==> src/rtl/core/tgpr_pkg.sv <==
// Shared types and constants for the glyph pixel renderer.
package tgpr_pkg;

    localparam int GLYPH_COUNT_DEF = 256;
    localparam int GLYPH_SIZE      = 8;
    localparam int QUEUE_DEPTH     = 4;

    localparam logic [7:0]         NEWLINE_CODE = 8'd10;
    localparam logic signed [16:0] ADVANCE_X    = 17'sd8;
    localparam logic signed [16:0] LINE_STEP    = 17'sd10;
    localparam logic signed [16:0] COORD_MAX    = 17'sd32767;

    localparam int CFG_AW = 4;

    localparam logic [12:0] WIDTH_RST  = 13'd1920;
    localparam logic [12:0] HEIGHT_RST = 13'd1080;
    localparam logic [15:0] PITCH_RST  = 16'd7680;
    localparam logic [29:0] BASE_RST   = 30'd0;

    typedef enum logic [1:0] {
        CMD_LOAD  = 2'd0,
        CMD_START = 2'd1,
        CMD_DRAW  = 2'd2
    } cmd_t;

    typedef enum logic [1:0] {
        REG_WIDTH  = 2'd0,
        REG_HEIGHT = 2'd1,
        REG_PITCH  = 2'd2,
        REG_BASE   = 2'd3
    } reg_idx_t;

    typedef enum logic [2:0] {
        BK_CLEAR,
        BK_IDLE,
        BK_FETCH,
        BK_SCAN,
        BK_FLUSH
    } back_state_t;

    typedef struct packed {
        logic [1:0]         command;
        logic signed [15:0] origin_x;
        logic signed [15:0] origin_y;
        logic [31:0]        text_color;
        logic [7:0]         char_code;
        logic [2:0]         glyph_row;
        logic [7:0]         row_bits;
    } in_item_t;

    typedef struct packed {
        logic [31:0] write_address;
        logic [31:0] write_data;
        logic        last_write;
    } out_item_t;

    typedef struct packed {
        logic [12:0] screen_width;
        logic [12:0] screen_height;
        logic [15:0] row_pitch;
        logic [29:0] buffer_base;
    } cfg_t;

    typedef struct packed {
        logic               is_draw;
        logic [7:0]         char_code;
        logic [2:0]         glyph_row;
        logic [7:0]         row_bits;
        logic signed [15:0] col_pos;
        logic signed [15:0] row_pos;
        logic [31:0]        color;
    } job_t;

    typedef struct packed {
        logic push;
        job_t job;
    } push_t;

endpackage

==> src/rtl/core/tgpr_queue.sv <==
// Short job queue between front end and pixel back end.
module tgpr_queue (
    input  logic             aclk,
    input  logic             aresetn,
    input  tgpr_pkg::push_t  push,
    input  logic             pop,
    output logic             full,
    output logic             empty,
    output tgpr_pkg::job_t   head
);

    localparam int PW = $clog2(tgpr_pkg::QUEUE_DEPTH);
    localparam int CW = $clog2(tgpr_pkg::QUEUE_DEPTH + 1);

    tgpr_pkg::job_t  entry_reg [tgpr_pkg::QUEUE_DEPTH];
    logic [PW-1:0]   wr_ptr_reg, rd_ptr_reg;
    logic [CW-1:0]   count_reg;
    logic            do_push, do_pop;

    function automatic logic [PW-1:0] ptr_inc(input logic [PW-1:0] p);
        return (p == PW'(tgpr_pkg::QUEUE_DEPTH - 1)) ? '0 : p + 1'b1;
    endfunction

    assign full    = (count_reg == CW'(tgpr_pkg::QUEUE_DEPTH));
    assign empty   = (count_reg == '0);
    assign head    = entry_reg[rd_ptr_reg];
    assign do_push = push.push && !full;
    assign do_pop  = pop && !empty;

    always_ff @(posedge aclk) begin
        if (!aresetn) begin
            wr_ptr_reg <= '0;
            rd_ptr_reg <= '0;
            count_reg  <= '0;
        end else begin
            if (do_push) begin
                wr_ptr_reg <= ptr_inc(wr_ptr_reg);
            end
            if (do_pop) begin
                rd_ptr_reg <= ptr_inc(rd_ptr_reg);
            end
            if (do_push && !do_pop) begin
                count_reg <= count_reg + 1'b1;
            end else if (!do_push && do_pop) begin
                count_reg <= count_reg - 1'b1;
            end
        end
    end

    always_ff @(posedge aclk) begin
        if (do_push) begin
            entry_reg[wr_ptr_reg] <= push.job;
        end
    end

endmodule

==> config.mk <==
export PLATFORM = sky130hd
export DESIGN_NAME = tgpr_queue
export DESIGN_NICKNAME = d
export VERILOG_FILES = /design/src/rtl/core/tgpr_pkg.sv /design/src/rtl/core/tgpr_queue.sv
export SDC_FILE = /design/constraint.sdc
export NUM_CORES = 1
export LEC_CHECK = 0
export BUFFER_PORTS_ARGS = -buffer_cell sky130_fd_sc_hd__buf_2
export CAP_MARGIN = 20
export CORE_MARGIN = 5
export CORE_UTILIZATION = 57
export DETAILED_ROUTE_END_ITERATION = 10
export PLACE_DENSITY = 0.9
export SKIP_CTS_REPAIR_TIMING = 1
export SKIP_LAST_GASP = 1
export SLEW_MARGIN = 20
export SYNTH_ARGS = -nofsm -noshare
export SYNTH_HDL_FRONTEND = slang
export SYNTH_SLANG_ARGS = --single-unit
==> constraint.sdc <==
create_clock -name aclk -period 4.3 [get_ports aclk]
set_clock_uncertainty 0.1 [all_clocks]
set_input_delay 0.86 -clock aclk [delete_from_list [all_inputs] [get_ports aclk]]
set_output_delay 0.86 -clock aclk [all_outputs]
set_load 0.02 [all_outputs]
==> results.py <==
metrics = {
    "status": {
        "status": "finished, final reports clean",
    },
    "drt": {
        "route.final.wire_length_um": 23590,
        "drcViolationCount": 0,
        "drt_first_pass_iters": 4,
        "first_iter_violations": 470,
        "detailroute.via_count": 5759,
        "routed_wire_length_per_instance_um": 23.71,
        "vias_per_cell": 5.788,
        "number_of_nets_with_antenna_violations_after_detailed_routing": 0,
    },
    "placed_design": {
        "dp_worst_setup_slack_ns": 1.282,
        "detailed_place.area_um2": 13810,
        "number_of_port_buffers": 173,
        "place.gp.congestion": 0.7452,
        "place_hpwl_um": 14530,
    },
    "cts": {
        "cts_buffers": 35,
        "cts_tree": "done",
        "insertion_delay_ns": 0.50,
        "clock_sinks": 345,
        "cts_max_path_buffers": 3,
        "clkTransAtPathRegs_ns": 0.06,
        "clock_tree.root_cell": "clkbuf_16",
        "cts.htree.levels": 2,
    },
    "setup_path": {
        "critPathArrivalTime_ns": 2.52,
        "timing.reg2reg.setup_slack_ns": 1.74,
        "crit_path_start_kind": "register",
        "setup.worst_path.end_class": "output port",
        "worstSetupPathType": "register to output port",
        "crit_end": "head[7]",
        "r2r_end": "count_reg[2]",
        "crit_path_top_delay_cell": "dfxtp_4",
        "crit_required_ns": 3.34,
        "critical-path-max-stage-delay_ns": 0.71,
        "timing.critical_path.fanout_max": 27,
        "launch_instance_of_the_worst_register_to_register_path": "count_reg[0]",
        "cp.depth": 3,
        "worst_path_dominant_cell_family": "flip-flops",
        "worstPathCellList": "buf_4 > mux4_2 > buf_2",
        "r2r_cells": 8,
        "critical_path_buf_inv_count": 2,
    },
    "logic_synthesis": {
        "yosys.area.top_type_share_pct": 80.12,
        "ys_seq_elements": 345,
        "synth_cell_type_count": 24,
        "yosysMostFrequentCell": "edfxtp_1",
        "synth_sequential_area_ratio_pct": 81.55,
        "ys_warn_count": 0,
        "syn_inst": 489,
        "synth_top_flop_cell": "edfxtp_1",
        "number_of_flops_mapped_to_enable_cells_by_yosys": 336,
        "synth.largest_area_cell": "edfxtp_1",
        "netlist_top_cells_count": "edfxtp_1, mux4_2, dfxtp_1, buf_2, buf_6",
        "syn_area_per_cell_um2": 25.75,
        "syn_area_um2": 12590,
        "ys_top_cells_by_area": "edfxtp_1, mux4_2, dfxtp_1, buf_6, ha_1",
        "synth-async-reset-ratio_pct": 0,
        "mappedNetlistNets": 584,
    },
    "die": {
        "chipWidth_um": 158.6,
        "core_region_area_um2": 21820,
        "die-area_um2": 25170,
        "starting_density_of_the_core_pct": 57.71,
        "floorplan.die.height_um": 158.6,
        "io_pins": 174,
        "std_cell_rows": 54,
    },
    "layout": {
        "largest_register_ff_count": 336,
        "multiInputGateArea_um2": 2177,
        "final_design_area_no_fill_um2": 14830,
        "area.sequential_um2": 10280,
        "fillCellCount": 1324,
        "final_core_density_pct": 67.96,
        "layout-drive-gt1-share_pct": 44.48,
        "fin_nets": 783,
        "antenna_cells": 0,
        "syn2layout_area_growth_pct": 17.77,
    },
    "global_routing": {
        "gr-usage-all-layers_pct": 18.99,
        "globalRoute.totalOverflow": 0,
        "grt_antenna_before_repair": 1,
        "first_global_vias": 6256,
        "grt_start_max_net_pins": 51,
        "grt_pass1_wl_um": 35850,
    },
    "timing": {
        "layout_worst_path_cycle_share_pct": 80.88,
        "post_route_setup_tns_ns": 0,
        "finalHoldViolations": 0,
        "setup_slack_ns": 0.8221,
        "tmin_final_ns": 3.478,
        "final-setup-viol-count": 0,
        "report.final.slew_viol_count": 0,
        "finalHoldWorstSlack_ns": 0.4226,
        "rsz0062_at_grt": "no",
        "max_clock_freq_mhz": 287.5,
        "worst_pin_slew_ns": 0.8055,
        "max_slew_margin_pct": 46.30,
    },
    "power_and_ir_drop": {
        "power.static_leakage_uw": 0.004978,
        "vdd.ir_drop.worst_uv": 456.2,
        "powerDensity_nw_per_um2": 613.3,
    },
    "min_path": {
        "hold_path.class": "register to register",
        "worstHoldStart": "wr_ptr_reg[1]",
    },
    "flow_run": {
        "maxCapViolations": 0,
    },
}
-- metrics by stage --
| stage | total power (uW) | instances |
|---|---|---|
| after floorplan | 5833 | 489 |
| after global placement | 6431 | 930 |
| after detailed placement | 6514 | 931 |
| after CTS | 9216 | 995 |
| after global routing | 9523 | 995 |
| final | 9097 | 995 |
-- power breakdown --
part | switching (uW) | internal (uW) | leakage (uW) | total [uW]
combinational | 1210 | 911 | 0.00133 | 2120
clock | 1180 | 1510 | 0.000498 | 2690
sequential | 190 | 4100 | 0.00315 | 4290
-- worst min-delay path by stage --
stage                       endpoint  slack, ns  depth (start not counted)
floorplan              wr_ptr_reg[1]       0.37                          2
global route        entry_reg[0][42]       0.44                          1
global placement       wr_ptr_reg[1]       0.38                          2
finish                 wr_ptr_reg[1]       0.42                          2
detailed placement     wr_ptr_reg[1]       0.41                          2
CTS                    wr_ptr_reg[1]       0.42                          2
-- cell type report --
type	count	share of cell area, %
inverters	3	0.07592
flip-flops and latches	345	69.29
clock buffers	44	6.133
clock inverters	20	0.7424
well taps	280	2.362
repair buffers	182	6.715
multi-input cells	121	14.68
-- placed cells by master (no fill, tap or decap), drive strengths merged, types with 2 or more instances in the layout --
master,count
ha,6
mux2i,3
o21ai,3
nor2b,2
dfxtp,9
clkbuf,44
inv,6
and2,5
nand2,6
nor2,2
nand3,2
edfxtp,336
buf,182
mux4,84
clkinv,16
-- cell families (layout without fill, tap and decap cells) --
| kind of cell | count (synthesis) | count (layout) | share of synthesized area (%) |
|---|---|---|---|
| compound gates | 5 | 5 | 0.2385 |
| xor+xnor | 2 | 2 | 0.1391 |
| flops | 345 | 345 | 81.55 |
| simple gates | 20 | 20 | 0.8147 |
| buf+inv | 23 | 249 | 1.242 |
| mux | 87 | 87 | 15.26 |
| fa+ha+maj | 7 | 7 | 0.7551 |
-- metal layers --
metal  share of wire (%)  vias to the layer above  GRT usage [%]
li1                    -                     2495              -
met1                  39                     2960          26.27
met2                  51                      268          31.53
met3                 8.3                       34          4.023
met4                 1.6                        2          4.915
met5               0.030                        -              0
-- worst reg2reg max path: stages (launching register included) --
cell and delay [ns]:
dfxtp_1 0.44, nor3b_1 0.10, nor2b_1 0.44, ha_1 0.29, inv_1 0.07, fa_1 0.37
xor2_1 0.18, or3_1 0.31, a21boi_0 0.18
(Power assumes the default switching activity.)
