## src/rtl/core/tgpr_pkg.sv

```systemverilog
// Shared types and constants for the glyph pixel renderer.
package tgpr_pkg;

    localparam int GLYPH_COUNT_DEF = 256;
    localparam int GLYPH_SIZE      = 8;
    localparam int QUEUE_DEPTH     = 4;

    localparam logic [7:0]         NEWLINE_CODE = 8'd10;
    localparam logic signed [16:0] ADVANCE_X    = 17'sd8;
    localparam logic signed [16:0] LINE_STEP    = 17'sd10;
    localparam logic signed [16:0] COORD_MAX    = 17'sd32767;

    localparam int CFG_AW = 4;

    localparam logic [12:0] WIDTH_RST  = 13'd1920;
    localparam logic [12:0] HEIGHT_RST = 13'd1080;
    localparam logic [15:0] PITCH_RST  = 16'd7680;
    localparam logic [29:0] BASE_RST   = 30'd0;

    typedef enum logic [1:0] {
        CMD_LOAD  = 2'd0,
        CMD_START = 2'd1,
        CMD_DRAW  = 2'd2
    } cmd_t;

    typedef enum logic [1:0] {
        REG_WIDTH  = 2'd0,
        REG_HEIGHT = 2'd1,
        REG_PITCH  = 2'd2,
        REG_BASE   = 2'd3
    } reg_idx_t;

    typedef enum logic [2:0] {
        BK_CLEAR,
        BK_IDLE,
        BK_FETCH,
        BK_SCAN,
        BK_FLUSH
    } back_state_t;

    typedef struct packed {
        logic [1:0]         command;
        logic signed [15:0] origin_x;
        logic signed [15:0] origin_y;
        logic [31:0]        text_color;
        logic [7:0]         char_code;
        logic [2:0]         glyph_row;
        logic [7:0]         row_bits;
    } in_item_t;

    typedef struct packed {
        logic [31:0] write_address;
        logic [31:0] write_data;
        logic        last_write;
    } out_item_t;

    typedef struct packed {
        logic [12:0] screen_width;
        logic [12:0] screen_height;
        logic [15:0] row_pitch;
        logic [29:0] buffer_base;
    } cfg_t;

    typedef struct packed {
        logic               is_draw;
        logic [7:0]         char_code;
        logic [2:0]         glyph_row;
        logic [7:0]         row_bits;
        logic signed [15:0] col_pos;
        logic signed [15:0] row_pos;
        logic [31:0]        color;
    } job_t;

    typedef struct packed {
        logic push;
        job_t job;
    } push_t;

endpackage

```

## src/rtl/core/tgpr_front.sv

```systemverilog
// Front end: accepts items, keeps cursor and colour, queues loads and draws.
module tgpr_front (
    input  logic                aclk,
    input  logic                aresetn,
    input  logic                s_valid,
    output logic                s_ready,
    input  tgpr_pkg::in_item_t  s_item,
    input  logic                clear_busy,
    input  logic                queue_full,
    output tgpr_pkg::push_t     push
);

    logic signed [15:0] start_col_reg, start_col_next;
    logic signed [15:0] cur_x_reg, cur_x_next;
    logic signed [15:0] cur_y_reg, cur_y_next;
    logic [31:0]        color_reg, color_next;
    logic               accept;

    function automatic logic signed [15:0] sat_add(input logic signed [15:0] v,
                                                   input logic signed [16:0] d);
        logic signed [16:0] r;
        r = {v[15], v} + d;
        if (r > tgpr_pkg::COORD_MAX) begin
            return tgpr_pkg::COORD_MAX[15:0];
        end
        return r[15:0];
    endfunction

    always_comb begin
        s_ready        = !clear_busy && !queue_full;
        accept         = s_valid && s_ready;
        start_col_next = start_col_reg;
        cur_x_next     = cur_x_reg;
        cur_y_next     = cur_y_reg;
        color_next     = color_reg;
        push.push          = 1'b0;
        push.job.is_draw   = (s_item.command == tgpr_pkg::CMD_DRAW);
        push.job.char_code = s_item.char_code;
        push.job.glyph_row = s_item.glyph_row;
        push.job.row_bits  = s_item.row_bits;
        push.job.col_pos   = cur_x_reg;
        push.job.row_pos   = cur_y_reg;
        push.job.color     = color_reg;
        if (accept) begin
            case (s_item.command)
                tgpr_pkg::CMD_LOAD: begin
                    push.push = 1'b1;
                end
                tgpr_pkg::CMD_START: begin
                    start_col_next = s_item.origin_x;
                    cur_x_next     = s_item.origin_x;
                    cur_y_next     = s_item.origin_y;
                    color_next     = s_item.text_color;
                end
                tgpr_pkg::CMD_DRAW: begin
                    if (s_item.char_code == tgpr_pkg::NEWLINE_CODE) begin
                        cur_x_next = start_col_reg;
                        cur_y_next = sat_add(cur_y_reg, tgpr_pkg::LINE_STEP);
                    end else begin
                        push.push  = 1'b1;
                        cur_x_next = sat_add(cur_x_reg, tgpr_pkg::ADVANCE_X);
                    end
                end
                default: ;
            endcase
        end
    end

    always_ff @(posedge aclk) begin
        if (!aresetn) begin
            start_col_reg <= '0;
            cur_x_reg     <= '0;
            cur_y_reg     <= '0;
            color_reg     <= '0;
        end else begin
            start_col_reg <= start_col_next;
            cur_x_reg     <= cur_x_next;
            cur_y_reg     <= cur_y_next;
            color_reg     <= color_next;
        end
    end

endmodule

```

## config.mk

```make
export PLATFORM = sky130hd
export DESIGN_NAME = tgpr_front
export DESIGN_NICKNAME = d
export VERILOG_FILES = /design/src/rtl/core/tgpr_pkg.sv /design/src/rtl/core/tgpr_front.sv
export SDC_FILE = /design/constraint.sdc
export NUM_CORES = 1
export LEC_CHECK = 0
export BUFFER_PORTS_ARGS = -buffer_cell sky130_fd_sc_hd__buf_2
export CORE_ASPECT_RATIO = 0.8
export CORE_UTILIZATION = 49
export DETAILED_ROUTE_END_ITERATION = 16
export PLACE_DENSITY_LB_ADDON = 0.08
export SYNTH_ARGS = -nofsm -noshare
export SYNTH_HDL_FRONTEND = slang
export SYNTH_SLANG_ARGS = --single-unit
```

## constraint.sdc

```tcl
create_clock -name aclk -period 2.6 [get_ports aclk]
set_input_delay 0.26 -clock aclk [delete_from_list [all_inputs] [get_ports aclk]]
set_output_delay 0.26 -clock aclk [all_outputs]
set_load 0.005 [all_outputs]
```

==> parameters.txt, run 1 <==
Parameter                              Value

Yosys
  Leading register cell type out of synthesis    sky130_fd_sc_hd__dfxtp_1
  Cell types with the largest area share after synthesis    sky130_fd_sc_hd__dfxtp_1 (37%), sky130_fd_sc_hd__nand2_1 (11%), sky130_fd_sc_hd__a21oi_1 (9.7%)
  Register bit count reported by yosys    80
  Largest area contributor in the netlist    sky130_fd_sc_hd__dfxtp_1
  Ys async rst share    0
  Number of instances in the synthesized netlist    591
  Sequential share of the synthesized area    0.369
  Count of distinct cell types in the synthesized netlist    58
  Synth Area per Inst    7.35 sq um
  Yosys synthesis warning count    0
  Cell area after synthesis    4340 sq um
  Fraction of post-synthesis cell area in the top cell type by area    0.369
  Number of synthesized flops with an enable pin    0
  Syn_nets    688

Power and ir drop
  Power per standard cell area    456 nW/um^2
  Switching power summed over all nets    0.611 mW
  Int Pwr    1.80 mW
  Share of power burned in combinational logic    0.106
  Share of power burned in registers    0.527
  Portion of total power attributed to the clock network    0.367
  Peak supply drop    0.391 mV
  Standby leakage power    2.22 nW
  Switching Fraction    0.254

Critical path
  Crit-path max FO    8
  Type of destination of the critical path    flip-flop
  Worst setup path class    reg -> reg
  Required time of the critical path    2890 ps
  CP arrival    2720 ps
  Crit start category    flip-flop

Timing
  Tightest hold margin    131 ps
  Highest Clock Rate    0.411 GHz
  Total count of hold-check failures in the final report    0
  Slew @ Worst Pin    693 ps
  Period utilization    0.936
  Max Transition Viols Final    0
  Total negative slack for setup checks    0 ps
  Crit path time final    2430 ps
  Maximum clock skew at final layout    14.8 ps
  Max transition margin    0.537
  Final setup violating endpoints    0

Floorplanning
  Number of top-level pins    176
  Die W    107 um
  Die height    86.2 um
  Effective utilization at floorplan    0.510
  Floorplan Core Area    8520 sq um
  FP Rows    30
  Die outline area    9240 sq um

Global route
  Maximum number of pins on one net before global-route repair    49
  Global routing usage summed across all routing layers    0.287
  Global-route wire length before repair    20.6 mm
  Total congestion overflow after global routing    0
  Number of antenna violations at the first check in global routing    0
  Via count of the first global-routing pass    3,966

Layout
  Post-route insts no fill    829
  Fraction of layout instances using a drive strength above 1    0.273
  Final nets    810
  Max FFs per register    32
  P&R area growth vs syn    21.8%
  Antenna cell count    0

Route
  Count of nets left with antenna violations after detail routing    0
  Wire length reported by the detailed router    13.2 mm
  First-pass iteration count of the detailed router    7
  DRC marker count from the first detailed-route iteration    418
  Routed len/inst    15.9 um
  DR vias    4,732
  Via count normalized by instance count    5.71
  Total DRC errors in the routed layout    0

Clock tree
  Clock tree from TritonCTS    yes
  CTS buffer count    9
  CTS root buf    sky130_fd_sc_hd__clkbuf_8
  Sinks on the clock net    80
  Post-CTS clock slew at the launch and capture registers of the worst setup and hold paths    80 ps
  Skew-Pair Late Insertion Delay    360 ps
  # hold bufs at CTS    0
  Number of H-tree levels    3
  Largest buffer count on any clock path    2

Place
  Total placed cells including tap cells    813
  Count of port buffers added during placement    153
  Placed wire-length estimate    9.26 mm
  Routability Congestion    0.989

Outcome
  Status    finished, final reports clean

Flow run
  Max capacitance violation total    0

Min path
  Path class of the lowest-slack min-delay path    in -> reg
-- power groups by stage --
stage	clock, mW	sequential, mW	combinational (mW)
after floorplan	0	1.29	0.148
after global placement	0	1.30	0.247
after detailed placement	0	1.30	0.252
after CTS	0.900	1.27	0.253
after global routing	0.955	1.27	0.283
final	0.885	1.27	0.255
-- path summary, 6_finish.rpt --
kind | endpoint | slack, ps | cells past startpoint | from
max reg2reg | cur_y_reg[1] | 170 | 9 | cur_y_reg[1]
max | cur_y_reg[1] | 170 | 9 | cur_y_reg[1]
min reg2reg | color_reg[4] | 450 | 2 | color_reg[4]
min | color_reg[17] | 130 | 3 | s_item[36]
-- cell families after synthesis --
| group | share of synthesized area |
|---|---|
| muxes | 0.0138 |
| buffers and inverters | 0.0804 |
| and+or+nand+nor | 0.245 |
| DFF | 0.369 |
| adders and majority gates | 0.0202 |
| xor gates and xnor gates | 0.0323 |
| AOI/OAI and AO/OA | 0.239 |
-- per-stage QoR --
| stage | utilization | setup slack [ps] | power (mW) | instance area, sq um |
|---|---|---|---|---|
| floorplan | - | 435 | 1.44 | 4340 |
| global placement | 0.598 | 167 | 1.54 | 5100 |
| detailed placement | 0.598 | 127 | 1.55 | 5100 |
| CTS | 0.619 | 99.8 | 2.42 | 5280 |
| global route | 0.621 | -4.76 | 2.51 | 5290 |
| finish | 0.621 | 166 | 2.41 | 5290 |
-- critical path, stage by stage, from the launching register on --
cell	delay [ps]
sky130_fd_sc_hd__dfxtp_1	450
sky130_fd_sc_hd__inv_1	120
sky130_fd_sc_hd__ha_1	290
sky130_fd_sc_hd__inv_1	50
sky130_fd_sc_hd__a2111oi_0	410
sky130_fd_sc_hd__nand3_1	190
sky130_fd_sc_hd__o41ai_4	400
sky130_fd_sc_hd__buf_4	190
sky130_fd_sc_hd__o221ai_1	120
sky130_fd_sc_hd__a21oi_1	150
-- what timing repair did --
action | 4_1_cts | 5_1_grt
resized for setup | 0 | 2
endpoints found under the setup margin | 0 | 8
buffers inserted | 0 | 1
-- cell usage after synthesis (8+ instances only) --
library cell                 n
sky130_fd_sc_hd__nand2_1   123
sky130_fd_sc_hd__a21oi_1    84
sky130_fd_sc_hd__nor3_1     12
sky130_fd_sc_hd__o21ai_0    31
sky130_fd_sc_hd__nor4_1      8
sky130_fd_sc_hd__buf_4      19
sky130_fd_sc_hd__nand3_1    11
sky130_fd_sc_hd__a211oi_1    8
sky130_fd_sc_hd__nor2_1     53
sky130_fd_sc_hd__clkbuf_1   38
sky130_fd_sc_hd__dfxtp_1    80
sky130_fd_sc_hd__xnor2_1     9
sky130_fd_sc_hd__inv_1      11
-- layout by cell type (no fill, tap or decap), drive strengths merged, types with 3 or more instances in the layout --
| cell type | Yosys | final |
|---|---|---|
| buf | 24 | 173 |
| nand2 | 123 | 123 |
| a21oi | 84 | 84 |
| dfxtp | 80 | 80 |
| nor2 | 53 | 53 |
| o21ai | 32 | 32 |
| nand3 | 13 | 13 |
| nor3 | 12 | 12 |
| clkbuf | 38 | 12 |
| inv | 11 | 11 |
| xnor2 | 9 | 9 |
| nor4 | 8 | 8 |
| a211oi | 8 | 8 |
| xor2 | 7 | 7 |
| ha | 7 | 7 |
| mux2i | 6 | 6 |
| nand4 | 5 | 5 |
| o22ai | 5 | 5 |
| and2 | 4 | 4 |
| and3 | 4 | 4 |
| a31oi | 4 | 4 |
| a221oi | 4 | 4 |
| a311oi | 4 | 4 |
| nand4b | 3 | 3 |
| a32oi | 3 | 3 |
| a2111oi | 3 | 3 |
| o31ai | 3 | 3 |
| or3 | 3 | 3 |
-- area by class of cell --
cell class              instances  area [sq um]
clock buffers                  12           135
clock inverters                 3          43.8
fillers                       804          3230
inverters                      11          41.3
multi-input cells             438          2400
flip-flops and latches         80          1600
well taps                     112           140
repair buffers                173           928
-- metal layers --
| layer | vias up | routed length, um | global-route usage |
|---|---|---|---|
| met1 | 2162 | 6140 | 0.429 |
| met4 | 0 | 183 | 0.0872 |
| met5 | - | 0 | 0 |
| met2 | 249 | 5400 | 0.390 |
| met3 | 23 | 1480 | 0.0842 |
| li1 | 2298 | - | - |
Note: power is estimated with default switching activity, not from simulation.
==> inputs of run 2 (changes only) <==
--- a/config.mk
+++ b/config.mk
@@ -6,7 +6,7 @@
 export NUM_CORES = 1
 export LEC_CHECK = 0
 export BUFFER_PORTS_ARGS = -buffer_cell sky130_fd_sc_hd__buf_2
-export CORE_ASPECT_RATIO = 0.8
+export CORE_ASPECT_RATIO = 1.25
 export CORE_UTILIZATION = 49
 export DETAILED_ROUTE_END_ITERATION = 16
 export PLACE_DENSITY_LB_ADDON = 0.08
==> parameters.txt, run 2 (same netlist as run 1, synthesis figures left out) <==
Parameter                              Value

Outcome
  Status    finished, final reports clean

Place
  Placed wire-length estimate    9.60 mm (+3.6%)
  Routability Congestion    1.04 (+5.3%)
  Count of port buffers added during placement    153 (unchanged)
  Post-placement worst setup slack    122 ps (-4.42 ps)

Min path
  Number of cells on the worst hold path    3 (unchanged)
  Worst hold start    s_item[37]
  Terminating pin of the worst hold path    color_reg[18]
  Path class of the lowest-slack min-delay path    in -> reg

Critical path
  Crit-path max FO    6 (-2)
  CP arrival    2700 ps (-20 ps)
  Crit start category    flip-flop
  Type of destination of the critical path    flip-flop
  Worst r2r src    cur_y_reg[9]
  Reg2Reg Depth    6 (-3)
  FF-to-FF End    cur_y_reg[8]
  Worst-case register-to-register setup slack    180 ps (about the same)
  Worst setup path class    reg -> reg
  Required time of the critical path    2880 ps (about the same)

Timing
  Max Transition Viols Final    0 (unchanged)
  Slew @ Worst Pin    754 ps (+61.5 ps)
  Max transition margin    0.493 (-0.0445)
  Total count of hold-check failures in the final report    0 (unchanged)
  RSZ-0062 raised after global routing    no
  Tightest hold margin    138 ps (+6.95 ps)
  Worst-case setup margin in the final layout    176 ps (+9.88 ps)
  Maximum clock skew at final layout    8.64 ps (-6.11 ps)
  Period utilization    0.932 (-0.00380)
  Crit path time final    2420 ps (-9.88 ps)
  Total negative slack for setup checks    0 ps (unchanged)
  Highest Clock Rate    0.413 GHz (+0.41%)
  Final setup violating endpoints    0 (unchanged)

Global route
  Global routing usage summed across all routing layers    0.287 (+0.000582)
  Total congestion overflow after global routing    0 (unchanged)
  Number of antenna violations at the first check in global routing    0 (unchanged)
  Via count of the first global-routing pass    4,309 (+8.6%)
  Maximum number of pins on one net before global-route repair    51 (+4.1%)
  Global-route wire length before repair    20.6 mm (-0.40%)

Clock tree
  CTS buffer count    9 (unchanged)
  # hold bufs at CTS    0 (unchanged)
  Number of H-tree levels    3 (unchanged)
  Skew-Pair Late Insertion Delay    350 ps (about the same)
  Clock tree from TritonCTS    yes
  Post-CTS setup-driven buffer insertion count    0 (unchanged)
  Sinks on the clock net    80 (unchanged)
  Largest buffer count on any clock path    2 (unchanged)
  CTS root buf    sky130_fd_sc_hd__clkbuf_8
  Post-CTS clock slew at the launch and capture registers of the worst setup and hold paths    80 ps (about the same)

Floorplanning
  Die outline area    9240 sq um (about the same)
  Die W    86.2 um (-20%)
  FP Rows    38 (+27%)
  Number of top-level pins    176 (unchanged)
  Effective utilization at floorplan    0.502 (-0.00781)
  Floorplan Core Area    8650 sq um (+1.6%)
  Die height    107 um (+24%)

Route
  DRC marker count from the first detailed-route iteration    216 (-48%)
  Count of nets left with antenna violations after detail routing    0 (unchanged)
  Total DRC errors in the routed layout    0 (unchanged)
  Routed len/inst    15.8 um (-0.55%)
  Via count normalized by instance count    5.57 (-2.5%)
  Wire length reported by the detailed router    13.3 mm (+1.0%)
  First-pass iteration count of the detailed router    7 (unchanged)
  DR vias    4,688 (-0.93%)

Layout
  Final nets    814 (+0.49%)
  Filler Cell Count    864 (+7.5%)
  Fraction of layout instances using a drive strength above 1    0.285 (+0.0120)
  Top library cells by usage in the layout, fill and taps aside    sky130_fd_sc_hd__buf_2 (153), sky130_fd_sc_hd__nand2_1 (123), sky130_fd_sc_hd__a21oi_1 (84), sky130_fd_sc_hd__dfxtp_1 (79), sky130_fd_sc_hd__nor2_1 (53)
  P&R area growth vs syn    24.0%
  Commonest non-fill, non-tap cell in the layout    sky130_fd_sc_hd__buf_2
  Max FFs per register    32 (unchanged)
  Antenna cell count    0 (unchanged)

Power and ir drop
  Peak supply drop    0.354 mV (-9.5%)
  Standby leakage power    2.26 nW (+1.7%)
  Pwr Total    2.56 mW (+6.3%)
  Power per standard cell area    476 nW/um^2 (+4.4%)

Flow run
  Max capacitance violation total    0 (unchanged)
run 2: power breakdown:
part	total, mW	internal [mW]	switching (mW)
logic	0.255	0.114	0.141
clock network	1.04	0.570	0.468
registers	1.27	1.24	0.0249
total	2.56	1.93	0.634
run 2: through the flow:
step                cells  cell area [sq um]  utilization
global route          842               5390        0.622
global placement      826               5150        0.595
CTS                   842               5380        0.621
detailed placement    826               5150        0.595
finish                842               5390        0.622
floorplan             591               4340            -
run 2: timing repair:
action                     CTS  global route
setup endpoints to repair    0             8
hold endpoints to repair     0             0
resized for setup            0             4
run 2: how the worst max path moves through the flow:
stage | from | endpoint
final | cur_y_reg[9] | cur_y_reg[8]
after detailed placement | cur_y_reg[1] | cur_y_reg[8]
after CTS | cur_y_reg[1] | cur_y_reg[8]
after global placement | cur_y_reg[1] | cur_y_reg[5]
after global routing | cur_x_reg[4] | cur_x_reg[4]
after floorplan | cur_y_reg[1] | cur_y_reg[3]
run 2: area by class of cell:
cell class                      instances  area (sq um)  area share
Sequential cell                        80          1600       0.298
Clock buffer                           10           138      0.0256
Timing Repair Buffer                  177           958       0.178
Inverter                               11          41.3     0.00767
Tap cell                              120           150      0.0279
Clock inverter                          6          91.3      0.0170
Multi-Input combinational cell        438          2400       0.446
run 2: critical path, stage by stage (launching register included):
cell	delay [ps]
sky130_fd_sc_hd__dfxtp_1	450
sky130_fd_sc_hd__nand3_2	170
sky130_fd_sc_hd__or3_4	440
sky130_fd_sc_hd__o311a_4	400
sky130_fd_sc_hd__o41ai_4	480
sky130_fd_sc_hd__nand3_2	200
sky130_fd_sc_hd__o22ai_1	210
run 2: layer usage:
layer  GRT usage  wire length, um
met4       0.125              342
met1       0.312             5340
met5           0                0
met3      0.0616              741
met2       0.528             6910
==> inputs of run 3 (changes only) <==
--- a/config.mk
+++ b/config.mk
@@ -5,10 +5,10 @@
 export SDC_FILE = /design/constraint.sdc
 export NUM_CORES = 1
 export LEC_CHECK = 0
-export BUFFER_PORTS_ARGS = -buffer_cell sky130_fd_sc_hd__buf_2
 export CORE_ASPECT_RATIO = 1.25
-export CORE_UTILIZATION = 49
+export CORE_UTILIZATION = 50
 export DETAILED_ROUTE_END_ITERATION = 16
+export DONT_BUFFER_PORTS = 1
 export PLACE_DENSITY_LB_ADDON = 0.08
 export SYNTH_ARGS = -nofsm -noshare
 export SYNTH_HDL_FRONTEND = slang
==> parameters.txt, run 3 (same netlist as run 1, synthesis figures left out) <==
Parameter                              Value

Outcome
  Status    finished, final reports clean

Critical path
  Required time of the critical path    2880 ps (about the same)
  Crit start category    flip-flop
  Worst setup path class    reg -> reg
  Crit-path max FO    6 (unchanged)
  CP arrival    2640 ps (-60 ps)
  Most common cell on crit path    sky130_fd_sc_hd__nand3_2
  Critical path's largest stage delay    470 ps (about the same)
  Worst path slowest cell    sky130_fd_sc_hd__dfxtp_1
  Type of destination of the critical path    flip-flop
  Cell-by-cell trace of the critical path    nand3_2 -> or3_4 -> o311a_4 -> o41ai_4 -> nand3_2 -> o22ai_1

Clock tree
  Skew-Pair Late Insertion Delay    350 ps (about the same)
  # hold bufs at CTS    0 (unchanged)
  Post-CTS clock slew at the launch and capture registers of the worst setup and hold paths    90 ps (about the same)
  Post-CTS setup-driven buffer insertion count    0 (unchanged)
  Largest buffer count on any clock path    2 (unchanged)
  CTS buffer count    9 (unchanged)
  Sinks on the clock net    80 (unchanged)
  Clock tree from TritonCTS    yes
  Number of H-tree levels    3 (unchanged)
  CTS root buf    sky130_fd_sc_hd__clkbuf_8

Route
  Met2 Routed Length    6.54 mm (-5.4%)
  DRC marker count from the first detailed-route iteration    189 (-13%)
  Topmost layer with routed signal wires    met4
  DRT met1 WL    4.77 mm (-11%)
  Wire length reported by the detailed router    12.9 mm (-3.4%)
  Total DRC errors in the routed layout    0 (unchanged)
  Via count normalized by instance count    6.22 (+12%)
  First-pass iteration count of the detailed router    5 (-2)
  Routed len/inst    19.1 um (+21%)
  Count of nets left with antenna violations after detail routing    0 (unchanged)
  Routed length on met3    1.01 mm (+36%)
  DR vias    4,192 (-11%)

Layout
  Final Core Density    0.556 (-0.0665)
  P&R area growth vs syn    6.69%
  Top library cells by usage in the layout, fill and taps aside    sky130_fd_sc_hd__nand2_1 (123), sky130_fd_sc_hd__a21oi_1 (84), sky130_fd_sc_hd__dfxtp_1 (79), sky130_fd_sc_hd__nor2_1 (53), sky130_fd_sc_hd__buf_4 (32)
  Commonest non-fill, non-tap cell in the layout    sky130_fd_sc_hd__nand2_1
  Fraction of layout instances using a drive strength above 1    0.104 (-0.181)
  Max FFs per register    32 (unchanged)
  Antenna cell count    0 (unchanged)
  Post-route insts no fill    674 (-20%)
  Final nets    669 (-18%)

Timing
  Worst-case setup margin in the final layout    234 ps (+58.5 ps)
  Total count of hold-check failures in the final report    0 (unchanged)
  Tightest hold margin    33.2 ps (-105 ps)
  Total negative slack for setup checks    0 ps (unchanged)
  Max transition margin    0.506 (+0.0131)
  Final setup violating endpoints    0 (unchanged)
  Period utilization    0.910 (-0.0225)
  RSZ-0062 raised after global routing    no
  Max Transition Viols Final    0 (unchanged)
  Slew @ Worst Pin    740 ps (-14.4 ps)
  Maximum clock skew at final layout    8.61 ps (-0.0316 ps)
  Highest Clock Rate    0.423 GHz (+2.5%)
  Crit path time final    2370 ps (-58.5 ps)

Power and ir drop
  Standby leakage power    1.59 nW (-30%)
  Peak supply drop    0.392 mV (+11%)
  Power per standard cell area    536 nW/um^2 (+13%)

Floorplanning
  Effective utilization at floorplan    0.521 (+0.0193)
  Number of top-level pins    176 (unchanged)
  Floorplan Core Area    8330 sq um (-3.7%)
  Die outline area    9060 sq um (-2.0%)
  Die height    106 um (-0.98%)
  FP Rows    37 (-2.6%)
  Die W    85.3 um (-0.98%)

Global route
  Total congestion overflow after global routing    0 (unchanged)
  Global-route wire length before repair    20.2 mm (-1.6%)
  Via count of the first global-routing pass    3,976 (-7.7%)
  Global routing usage summed across all routing layers    0.287 (about the same)
  Number of antenna violations at the first check in global routing    0 (unchanged)
  Maximum number of pins on one net before global-route repair    53 (+3.9%)

Place
  Post-placement worst setup slack    240 ps (+118 ps)
  Count of port buffers added during placement    0 (-100%)
  Routability Congestion    1.00 (-3.8%)
  Placed wire-length estimate    9.37 mm (-2.4%)
  Total placed cells including tap cells    658 (-20%)

Min path
  Path class of the lowest-slack min-delay path    in -> reg

Flow run
  Max capacitance violation total    0 (unchanged)
run 3: cell count changes in the layout (fill, tap and decap cells not counted), sizes merged:
| cell | before | now |
|---|---|---|
| buf | 177 | 32 |
| clkinv | 0 | 1 |
| clkinvlp | 3 | 1 |
| inv | 12 | 13 |
run 3: critical path: cells and delay by family, from the launching register on:
family          cells  cell delay (ps)
compound gates      3             1020
flops               1              470
simple gates        3              810
run 3: path summary, 6_finish.rpt:
kind	slack, ps	depth (start not counted)	endpoint	from
worst max register to register	230	6	cur_y_reg[4]	cur_y_reg[9]
worst min register to register	460	2	start_col_reg[1]	start_col_reg[1]
worst min-delay path	30	2	color_reg[5]	s_item[24]
worst max-delay path	230	6	cur_y_reg[4]	cur_y_reg[9]
run 3: power by group:
group / switching (mW) / leakage [nW] / total [mW] / internal, mW
clock: 0.473 / 0.113 / 1.05 / 0.572
sequential: 0.0258 / 0.647 / 1.27 / 1.25
combinational: 0.105 / 0.829 / 0.164 / 0.0598
total: 0.604 / 1.59 / 2.48 / 1.88
run 3: per-stage QoR:
step                      power (mW)  area (sq um)
after global routing            2.58          4630
after global placement          1.46          4400
after floorplan                 1.44          4340
final                           2.48          4630
after CTS                       2.51          4630
after detailed placement        1.46          4400
run 3: cell type report:
class                      instances  area (sq um)
fill                             792          3700
tap                               97           121
timing repair buffer              32           240
inverter                          11          41.3
clock inverter                     6          90.1
clock buffer                      10           138
multi-input combinational        438          2400
sequential                        80          1600
run 3: metal layers:
metal  vias up  track usage
met5         -            0
met4         0        0.174
met3        35       0.0730
met2       178        0.514
met1      1965        0.299
li1       2014            -
run 3: what timing repair did:
item	in CTS	in global routing
hold endpoints to repair	0	0
endpoints found under the setup margin	0	7
gates resized for setup	0	3
